## src/rtl/packbits_encoder_assert.svh

```systemverilog
// Assertion macros used by the encoder RTL.
`ifndef PACKBITS_ENCODER_ASSERT_SVH
`define PACKBITS_ENCODER_ASSERT_SVH

// Check a condition in the same cycle as its trigger.
`define PBE_ASSERT_NOW(label, trig, expr, msg) \
  label: assert property (@(posedge clk) disable iff (!rst_n) (trig) |-> (expr)) \
    else $error(msg);

// Check a condition in the cycle after its trigger.
`define PBE_ASSERT_NEXT(label, trig, expr, msg) \
  label: assert property (@(posedge clk) disable iff (!rst_n) (trig) |=> (expr)) \
    else $error(msg);

`endif

```

## src/rtl/pbe_pkg.sv

```systemverilog
// Types and constants of the PackBits encoder.
package pbe_pkg;

  localparam int MAX_GROUP_DEF = 32;
  localparam logic [7:0] END_MARK = 8'd128;
  localparam logic [8:0] RUN_BASE = 9'd257;

  typedef enum logic [1:0] {
    MODE_EMPTY,
    MODE_SINGLE,
    MODE_RUN,
    MODE_LIT
  } pbe_mode_t;

  typedef enum logic [2:0] {
    ST_IDLE,
    ST_RUN_HDR,
    ST_RUN_VAL,
    ST_LIT_HDR,
    ST_LIT_DATA,
    ST_UPDATE,
    ST_FIN,
    ST_MARK
  } pbe_state_t;

endpackage

```

## src/rtl/packbits_encoder.sv

```systemverilog
// Streaming PackBits encoder: one raw byte per input beat, encoded bytes out.
//
// Each input beat carries one raw byte and a flag on the final byte of a
// stream. The encoder keeps one pending group, either a run of equal bytes or
// a literal of differing bytes, of at most MAX_GROUP bytes. A run is sent as
// the header 257 minus its length and then the byte; a literal as its length
// minus one and then its bytes. When a literal meets a repeat of its last
// byte, that byte leaves the literal and opens a run of two. On the final
// byte the pending group is flushed and the end marker 128 follows, flagged
// on out_stream_end; out_item_done marks the last output beat caused by each
// input beat. A byte that only extends the pending group leaves the encoder
// idle, so the next byte may follow at once. A byte that closes a group
// holds the input while the group goes out, header plus data; a final byte
// also holds it for the flush of the pending group and the end marker. The
// output sequencer sends one byte per cycle while out_stall is low, and reads
// the literal bytes from a store with one read port and a registered read.
// The literal store needs no clearing after reset: only entries written for
// the current group are read.
module packbits_encoder
  import pbe_pkg::*;
#(
  parameter int MAX_GROUP = MAX_GROUP_DEF
) (
  input  logic       clk,
  input  logic       rst_n,
  input  logic       in_valid,
  output logic       in_stall,
  input  logic [7:0] in_byte,
  input  logic       in_last,
  output logic       out_valid,
  input  logic       out_stall,
  output logic [7:0] out_byte,
  output logic       out_item_done,
  output logic       out_stream_end
);

  `include "packbits_encoder_assert.svh"

  // Count holds up to MAX_GROUP itself; index covers the store depth.
  localparam int CW = $clog2(MAX_GROUP + 1);
  localparam int IW = $clog2(MAX_GROUP);

  // Sequencer and group state
  pbe_state_t     state_r, state_nxt;
  pbe_mode_t      mode_r, mode_nxt;
  logic [CW-1:0]  count_r, count_nxt;
  logic [7:0]     last_val_r, last_val_nxt;

  // Beat being worked on and the flush in progress
  logic [7:0]     byte_r, byte_nxt;
  logic           last_r, last_nxt;
  logic           to_run_r, to_run_nxt;   // after the flush, open a run of two
  logic           phase_r, phase_nxt;     // 0: flush caused by the byte, 1: final flush
  logic [CW-1:0]  fl_cnt_r, fl_cnt_nxt;
  logic [CW-1:0]  emit_idx_r, emit_idx_nxt;

  // Output register
  logic           out_valid_r;
  logic [7:0]     out_byte_r;
  logic           out_done_r;
  logic           out_end_r;

  // Literal store
  logic [7:0]     lit_mem [MAX_GROUP];
  logic [7:0]     rd_data_r;
  logic           mem_we;
  logic [IW-1:0]  mem_wa;
  logic [7:0]     mem_wd;
  logic           mem_re;
  logic [IW-1:0]  mem_ra;

  logic           accept;
  logic           load;
  logic           flush_need;
  logic           same;
  logic           push;
  logic [7:0]     push_byte;
  logic           push_done;
  logic           push_end;
  logic [CW-1:0]  emit_next;

  assign in_stall = (state_r != ST_IDLE);
  assign accept   = in_valid && !in_stall;
  // The output register takes a beat when empty or when its beat leaves now.
  assign load     = !out_valid_r || !out_stall;
  assign same     = (in_byte == last_val_r);
  assign emit_next = emit_idx_r + CW'(1);

  // Does the incoming byte close the pending group?
  always_comb begin
    flush_need = 1'b0;
    unique case (mode_r)
      MODE_RUN: flush_need = !(same && (count_r < CW'(MAX_GROUP)));
      MODE_LIT: flush_need = same || (count_r >= CW'(MAX_GROUP));
      default:  flush_need = 1'b0;
    endcase
  end

  always_comb begin
    state_nxt    = state_r;
    mode_nxt     = mode_r;
    count_nxt    = count_r;
    last_val_nxt = last_val_r;
    byte_nxt     = byte_r;
    last_nxt     = last_r;
    to_run_nxt   = to_run_r;
    phase_nxt    = phase_r;
    fl_cnt_nxt   = fl_cnt_r;
    emit_idx_nxt = emit_idx_r;
    mem_we       = 1'b0;
    mem_wa       = '0;
    mem_wd       = in_byte;
    mem_re       = 1'b0;
    mem_ra       = '0;
    push         = 1'b0;
    push_byte    = 8'd0;
    push_done    = 1'b0;
    push_end     = 1'b0;

    unique case (state_r)
      ST_IDLE: begin
        if (accept) begin
          byte_nxt  = in_byte;
          last_nxt  = in_last;
          phase_nxt = 1'b0;
          unique case (mode_r)
            MODE_EMPTY: begin
              mode_nxt     = MODE_SINGLE;
              count_nxt    = CW'(1);
              last_val_nxt = in_byte;
              mem_we       = 1'b1;
            end
            MODE_SINGLE: begin
              count_nxt = CW'(2);
              if (same) begin
                mode_nxt = MODE_RUN;
              end else begin
                mode_nxt     = MODE_LIT;
                last_val_nxt = in_byte;
                mem_we       = 1'b1;
                mem_wa       = IW'(1);
              end
            end
            MODE_RUN: begin
              if (!flush_need) begin
                count_nxt = count_r + CW'(1);
              end else begin
                fl_cnt_nxt = count_r;
                to_run_nxt = 1'b0;
                state_nxt  = ST_RUN_HDR;
              end
            end
            MODE_LIT: begin
              if (same) begin
                // Last literal byte moves into the new run.
                fl_cnt_nxt = count_r - CW'(1);
                to_run_nxt = 1'b1;
                state_nxt  = ST_LIT_HDR;
              end else if (flush_need) begin
                fl_cnt_nxt = count_r;
                to_run_nxt = 1'b0;
                state_nxt  = ST_LIT_HDR;
              end else begin
                mem_we       = 1'b1;
                mem_wa       = count_r[IW-1:0];
                count_nxt    = count_r + CW'(1);
                last_val_nxt = in_byte;
              end
            end
            default: ;
          endcase
          if (!flush_need && in_last) begin
            state_nxt = ST_FIN;
          end
        end
      end

      ST_RUN_HDR: begin
        if (load) begin
          push      = 1'b1;
          push_byte = 8'(RUN_BASE - 9'(fl_cnt_r));
          state_nxt = ST_RUN_VAL;
        end
      end

      ST_RUN_VAL: begin
        if (load) begin
          push      = 1'b1;
          push_byte = last_val_r;
          push_done = !phase_r && !last_r;
          state_nxt = phase_r ? ST_MARK : ST_UPDATE;
        end
      end

      ST_LIT_HDR: begin
        // Prefetch the first literal byte.
        mem_re = 1'b1;
        if (load) begin
          push         = 1'b1;
          push_byte    = 8'(fl_cnt_r - CW'(1));
          emit_idx_nxt = '0;
          state_nxt    = ST_LIT_DATA;
        end
      end

      ST_LIT_DATA: begin
        if (load) begin
          push      = 1'b1;
          push_byte = rd_data_r;
          if (emit_next == fl_cnt_r) begin
            push_done = !phase_r && !last_r;
            state_nxt = phase_r ? ST_MARK : ST_UPDATE;
          end else begin
            mem_re       = 1'b1;
            mem_ra       = emit_next[IW-1:0];
            emit_idx_nxt = emit_next;
          end
        end
      end

      ST_UPDATE: begin
        if (to_run_r) begin
          mode_nxt  = MODE_RUN;
          count_nxt = CW'(2);
        end else begin
          mode_nxt     = MODE_SINGLE;
          count_nxt    = CW'(1);
          last_val_nxt = byte_r;
          mem_we       = 1'b1;
          mem_wd       = byte_r;
        end
        state_nxt = last_r ? ST_FIN : ST_IDLE;
      end

      ST_FIN: begin
        phase_nxt = 1'b1;
        unique case (mode_r)
          MODE_RUN: begin
            fl_cnt_nxt = count_r;
            state_nxt  = ST_RUN_HDR;
          end
          MODE_LIT: begin
            fl_cnt_nxt = count_r;
            state_nxt  = ST_LIT_HDR;
          end
          MODE_SINGLE: begin
            // Lone byte goes out as a literal of one.
            fl_cnt_nxt = CW'(1);
            state_nxt  = ST_LIT_HDR;
          end
          default: state_nxt = ST_MARK;
        endcase
      end

      ST_MARK: begin
        if (load) begin
          push      = 1'b1;
          push_byte = END_MARK;
          push_done = 1'b1;
          push_end  = 1'b1;
          mode_nxt  = MODE_EMPTY;
          count_nxt = '0;
          state_nxt = ST_IDLE;
        end
      end

      default: state_nxt = ST_IDLE;
    endcase
  end

  always_ff @(posedge clk) begin
    if (!rst_n) begin
      state_r    <= ST_IDLE;
      mode_r     <= MODE_EMPTY;
      count_r    <= '0;
      last_val_r <= 8'd0;
    end else begin
      state_r    <= state_nxt;
      mode_r     <= mode_nxt;
      count_r    <= count_nxt;
      last_val_r <= last_val_nxt;
    end
  end

  always_ff @(posedge clk) begin
    byte_r     <= byte_nxt;
    last_r     <= last_nxt;
    to_run_r   <= to_run_nxt;
    phase_r    <= phase_nxt;
    fl_cnt_r   <= fl_cnt_nxt;
    emit_idx_r <= emit_idx_nxt;
  end

  // Literal store: one write port, one registered read port.
  always_ff @(posedge clk) begin
    if (mem_we) begin
      lit_mem[mem_wa] <= mem_wd;
    end
    if (mem_re) begin
      rd_data_r <= lit_mem[mem_ra];
    end
  end

  // Output register: hold while stalled, drop once taken.
  always_ff @(posedge clk) begin
    if (!rst_n) begin
      out_valid_r <= 1'b0;
    end else if (push) begin
      out_valid_r <= 1'b1;
    end else if (!out_stall) begin
      out_valid_r <= 1'b0;
    end
  end

  always_ff @(posedge clk) begin
    if (push) begin
      out_byte_r <= push_byte;
      out_done_r <= push_done;
      out_end_r  <= push_end;
    end
  end

  assign out_valid      = out_valid_r;
  assign out_byte       = out_byte_r;
  assign out_item_done  = out_done_r;
  assign out_stream_end = out_end_r;

  `PBE_ASSERT_NOW(a_count_cap, 1'b1, count_r <= CW'(MAX_GROUP), "group exceeds cap")
  `PBE_ASSERT_NOW(a_lit_len, mode_r == MODE_LIT, count_r >= CW'(2), "literal too short")
  `PBE_ASSERT_NOW(a_emit_range, state_r == ST_LIT_DATA, emit_idx_r < fl_cnt_r, "index past length")
  `PBE_ASSERT_NEXT(a_grow_ready, accept && !flush_need && !in_last, !in_stall, "grow stalled input")
  `PBE_ASSERT_NOW(a_end_done, out_valid_r && out_end_r, out_done_r, "end marker not done")

endmodule

```

## config.mk

```make
export PLATFORM = sky130hd
export DESIGN_NAME = packbits_encoder
export DESIGN_NICKNAME = d
export VERILOG_FILES = /design/src/rtl/pbe_pkg.sv /design/src/rtl/packbits_encoder.sv
export VERILOG_INCLUDE_DIRS = /design/src /design/src/rtl
export SDC_FILE = /design/constraint.sdc
export NUM_CORES = 1
export LEC_CHECK = 0
export ABC_AREA = 1
export BUFFER_PORTS_ARGS = -buffer_cell sky130_fd_sc_hd__buf_2
export CORE_MARGIN = 3
export CORE_UTILIZATION = 50
export CTS_CLUSTER_SIZE = 30
export DETAILED_ROUTE_END_ITERATION = 10
export HOLD_SLACK_MARGIN = 0.05
export PLACE_DENSITY_LB_ADDON = 0.3
export SLEW_MARGIN = 15
export SYNTH_ARGS = -nofsm -noshare
export SYNTH_HDL_FRONTEND = slang
export SYNTH_SLANG_ARGS = --single-unit
```

## constraint.sdc

```tcl
create_clock -name clk -period 2.8 [get_ports clk]
set_input_delay 0.56 -clock clk [delete_from_list [all_inputs] [get_ports clk]]
set_output_delay 0.56 -clock clk [all_outputs]
set_load 0.05 [all_outputs]
```

* After elaboration in Yosys (flattened, before gate mapping) *
Memories as Yosys holds them, arrays and structs flattened. A register that Yosys moved wholly into a read port is not among the register bits.
Cells that the tools add are included.

word-level totals
  memory bits (writable) = 256
  memories kept = 1
  word-level logic and storage cells = 175
  output and inout port bits = 12
  input bits = 13
  flip-flop bits (word level) = 53

cells by class
  mux-type cells = 88
  equal/unequal tests = 32
  $add $sub $neg = 5
  reductions and logical operators = 33
  magnitude comparators = 2

memories
  name     depth  width  read ports  clocked after Yosys merged registers in  wr ports  RTL line                source
  lit_mem  32     8      1           1                                        1         packbits_encoder.sv:64  logic [7:0] lit_mem [MAX_GROUP];

operators with widths
  cell                                          number
  2-to-1 mux 8 bit                              12
  2-to-1 mux 6 bit                              9
  case mux 6 bit (2 select lines)               4
  case mux 8 bit (5 select lines)               1
  2-to-1 mux 3 bit                              12
  2-to-1 mux 5 bit                              7
  case mux 3 bit (8 select lines)               1
  case mux 6 bit (4 select lines)               1
  case mux 8 bit (3 select lines)               1
  2-to-1 mux 1 bit                              21
  != test 2 bit (second input constant)         9
  case mux 6 bit (3 select lines)               1
  case mux 8 bit (2 select lines)               1
  AND reduction 4 bit                           4
  != test 3 bit (second input constant)         5
  adder 6 x 1 -> 6 bit (second input constant)  2
  == test 3 bit (second input constant)         4
  case mux 3 bit (2 select lines)               2
  2-to-1 mux 2 bit                              5
  case mux 1 bit (2 select lines)               5
  case mux 5 bit (2 select lines)               1
  AND reduction 10 bit                          1
  == test 8 bit                                 1
  != test 4 bit (second input constant)         2
  29 further kinds                              48

* Logic depth before layout (Yosys ltp) *
  word-level depth = 11
  gate-level depth with buffers = 19
  gate-level depth less buffers = 17

* Worst setup path before layout *
Ideal clock, no wire load.

  path kind = register -> register
  from = reg state_r[0]
  to = mem lit_mem[18][0] (enable)
  slack = -0.482 ns
  buffers on the path = 1
  setup time = 0.370 ns
  cell stages (with the launch flop) = 11
  data arrival time = 2.912 ns
  cell sequence = dfxtp_1 nor2_1 inv_1 nor2_1 clkinv_1 nor2_1 o211ai_1 nand2_1 clkbuf_1 nand4_1 nor2_1

between the ends
  word-level cells in the longest chain between the ends = 7
  elaborated cells between the ends (all ways) = 11
  those cells by class = eq/ne: 1; mux: 6; reduce/logical: 4

ends and longest elaborated chain
  item                                    RTL line                 source
  start, declared                         packbits_encoder.sv:44   pbe_state_t state_r, state_nxt;
  start signal, assigned                  packbits_encoder.sv:278  state_r <= state_nxt;
  nonzero test 3 bit (*)                  packbits_encoder.sv:82   assign in_stall = (state_r != ST_IDLE);
  named net in_stall                      packbits_encoder.sv:27   output logic in_stall,
  zero test 1 bit (*)                     packbits_encoder.sv:83   assign accept = in_valid && !in_stall;
  logical AND 1 bit (*)                   packbits_encoder.sv:83
  2-to-1 mux 1 bit                        packbits_encoder.sv:122  if (accept) begin
  case mux 1 bit (2 select lines)         packbits_encoder.sv:120  unique case (state_r)
  2-to-1 mux 1 bit                        packbits_encoder.sv:296  if (mem_we) begin
  2-to-1 mux 1 bit (implied by the code)  packbits_encoder.sv:297  lit_mem[mem_wa] <= mem_wd;
  end, declared                           packbits_encoder.sv:64

The timed path passes the listed nets; every way through them passes the cells marked *.

* Final worst setup path *
  from = reg emit_idx_r[0]
  to = reg rd_data_r[2] (read register of lit_mem), data pin

between the ends
  word-level cells in the longest chain between the ends = 5
  elaborated cells between the ends (all ways) = 8
  those cells by class = add/sub: 1; eq/ne: 1; mux: 6

ends and longest elaborated chain
  item                                                                        RTL line                 source
  start, declared                                                             packbits_encoder.sv:55   logic [CW-1:0] emit_idx_r, emit_idx_nxt;
  start signal, assigned                                                      packbits_encoder.sv:291  emit_idx_r <= emit_idx_nxt;
  adder 6 x 1 -> 6 bit (*)                                                    packbits_encoder.sv:87   assign emit_next = emit_idx_r + CW'(1);
  == test 6 bit                                                               packbits_encoder.sv:210  if (emit_next == fl_cnt_r) begin
  2-to-1 mux 1 bit / 2-to-1 mux 5 bit (equally long branches)                 packbits_encoder.sv:210
  2-to-1 mux 1 bit / 2-to-1 mux 5 bit (equally long branches)                 packbits_encoder.sv:207  if (load) begin
  case mux 1 bit (2 select lines) / 2-to-1 mux 5 bit (equally long branches)  packbits_encoder.sv:120
  end, declared                                                               packbits_encoder.sv:65   logic [7:0] rd_data_r;

Every way passes the cells marked *; elsewhere a longest branch is shown, timed or not.
A chain may end at the register's enable or synchronous reset.

==> out/qor.yml <==
grt_max_degree: 73
synth_cells: 1549
crit_type: "reg2reg"
async_flop_share_pct: 0
diodes: 0
crit_fanout: 12
stdcell_area_um2: 18600
cts_tree: "yes"
min_period_over_period_pct: 99.6
dr.pass1.iters: 9
vias: 11600
min_to: "byte_r[7]"
fmaxAchievable_mhz: 359
layout.cells.non_filler: 2121
dpl_cell_area_um2: 16200
fin_crit_ns: 2.79
layout_commonest_cell: "nand2_1"
cts_made_buffers: 36
std_cell_rows: 62
r2r_start: "emit_idx_r[0]"
cts_max_level: 2
chipWidth_um: 178
portBuffers: 24
ys_ff_latch: 317
endpoint_kind: "flip-flop"
startpoint_type: "flip-flop"
synth.avg_cell_area_um2: 9.52
core_area_um2: 28900
die_h_um: 178
ys.flop_type: "edfxtp_1"
ys.warnings.count: 0
first_iter_violations: 1356
grt_pass1_wl_mm: 58.2
tightest_slew_ns: 1.01
finalWorstSetupSlack_ns: 0.0115
relSlewSlack_pct: 32.0
fill_cells: 2222
leakage_uw: 0.00797
io-pin-count: 25
hp-class: "in2reg"
status: "completed"
hold_start: "in_byte[7]"
drive_gt1_share_pct: 23.0
rrSetupSlack_ns: 0.01
syn_nets: 1567
finalClockSkew_ns: 0.0164
fin_nets: 1729
setup_viol: 0
power.density_nw_per_um2: 790
clockBufferDepth: 3
ys_types: 39
hold_viol_final: 0
clk_latency_ns: 0.53
ys_seq_area_share_pct: 63.2
root_buffer: "clkbuf_16"
path_clk_slew_ns: 0.06
final_cell_mix: "nand2_1, edfxtp_1, inv_1"
antenna_found_initial: 0
wl_per_cell_um: 19.2
hpwlAfterDp_mm: 24.3
gp_congestion: 0.962
grt_overflow: 0
finalMaxSlewViolations: 0
viasPerCell: 5.45
netlist_area_um2: 14700
worst_ep_arrival_time_ns: 3.06
synth_edf_count: 297
routed_wirelength_mm: 40.8
rsz0062_at_grt: "true"
cap_violations: 0
dp_slack_ns: -0.368
start_util_pct: 51.1
min_path_cells: 1
timing.rr.end: "rd_data_r[2]"
postRouteAntennaNets: 0
max_stage_delay_ns: 0.44
grt_pass1_vias: 10600
cts.sinks: 317
grt_usage_pct: 23.9
path_common_cell: "nand2_1"
critPathRequiredTime_ns: 3.08
area_growth_pct: 26.5
ir_drop_mv: 0.425
die-area_um2: 31600
drc: 0
r2r_cells: 18
place_inst: 2019
cpMaxStageDelayCell: "edfxtp_1"
cp_cell_sequence: "buf_6, inv_2, nor2_4, nand2_1, nand2_2, nor2_1, nor2_2, nand3_2, nand4_1, buf_6, clkbuf_16, clkbuf_16, o21ai_0, nand3_1, nand3_2, nand2_1, nand2_1, nand2_1"
## stage by stage
step | power (uW) | hold slack (ns) | setup TNS, ns | util (%)
floorplan | 8320 | 0.478 | 0 | -
global placement | 9610 | 0.521 | -15.61 | 56.2
detailed placement | 9640 | 0.515 | -24.50 | 56.2
CTS | 14100 | 0.234 | 0 | 60.3
global route | 15400 | 0.249 | -0.608 | 64.6
finish | 14700 | 0.252 | 0 | 64.6
## power by group
group / leakage [uW] / switching [uW] / internal (uW) / total, uW
registers: 0.00286 / 270 / 5680 / 5950
logic: 0.00458 / 2820 / 1510 / 4330
clock network: 0.000539 / 1860 / 2580 / 4440
total: 0.00797 / 4950 / 9770 / 14700
## Yosys cell counts, drive strengths merged, types with 3 or more instances
library cell	n	share of area [%]
inv	244	6.2
clkinv	6	0.15
ha	5	0.42
nand4	20	0.85
o22ai	3	0.13
nand2	338	8.6
nor3	7	0.24
clkbuf	28	0.71
o21ai	89	3.0
a41oi	3	0.18
mux2	8	0.61
edfxtp	297	60
nand3	196	6.7
o211ai	6	0.31
xor2	8	0.48
dfxtp	20	2.7
or2	17	0.72
buf	30	0.98
a21oi	28	0.95
a31oi	4	0.17
nor2	177	4.6
## worst max-delay path, delay by kind of cell (launching register included)
family	cells	cell delay, ns
and+or+nand+nor	12	1.05
DFF	1	0.44
AOI/OAI and AO/OA	1	0.28
buffers and inverters	5	0.77
## metal layers
metal | wire length (um) | vias to the layer above | global-route usage, %
li1 | - | 5470 | -
met1 | 16100 | 5403 | 31.9
met4 | 2140 | 0 | 10.1
met5 | 0 | - | 0
met3 | 3190 | 123 | 3.57
met2 | 19300 | 568 | 39.2
## timing repair
| action | CTS | global route |
|---|---|---|
| endpoints found under the setup margin | 66 | 257 |
| buffers inserted | 1 | 18 |
| gates resized for setup | 2 | 165 |
| hold buffers | 0 | 0 |
| pin swaps | 1 | 53 |
| cloned | 2 | 17 |
## state kept, by name (all words and copies together), names as in the netlist
signal	count
mode_r	2
out_item_done	1
last_val_r	8
out_byte	8
count_r	6
state_r	3
to_run_r	1
rd_data_r	8
byte_r	8
out_valid	1
lit_mem	256
emit_idx_r	6
last_r	1
out_stream_end	1
fl_cnt_r	6
phase_r	1
## layout make-up
| cell class | count | area [um^2] | share of cell area, % |
|---|---|---|---|
| Tap cell | 384 | 480 | 2.58 |
| Timing Repair Buffer | 182 | 1910 | 10.2 |
| Inverter | 250 | 943 | 5.06 |
| Clock buffer | 48 | 946 | 5.07 |
| Multi-Input combinational cell | 924 | 4900 | 26.3 |
| Sequential cell | 317 | 9320 | 50.0 |
| Clock inverter | 16 | 154 | 0.825 |
## cells by family (layout without fill, tap and decap cells)
group	Yosys count	count (layout)	share of synthesized area, %
flip-flops	317	317	63.2
multiplexers	8	8	0.611
adder cells (fa/ha/maj)	5	5	0.424
XOR/XNOR	9	9	0.535
buffers and inverters	308	496	8.05
AO/OA/AOI/OAI	144	144	5.38
AND/OR/NAND/NOR	758	758	21.8
## how the worst max path moves through the flow
stage | startpoint | endpoint
floorplan | in_byte[4] | lit_mem[10][0]
global placement | in_byte[4] | lit_mem[13][4]
CTS | emit_idx_r[1] | rd_data_r[2]
global route | emit_idx_r[0] | rd_data_r[4]
finish | emit_idx_r[0] | rd_data_r[2]
detailed placement | in_byte[4] | lit_mem[13][1]
Note: power is estimated with default switching activity, not from simulation.
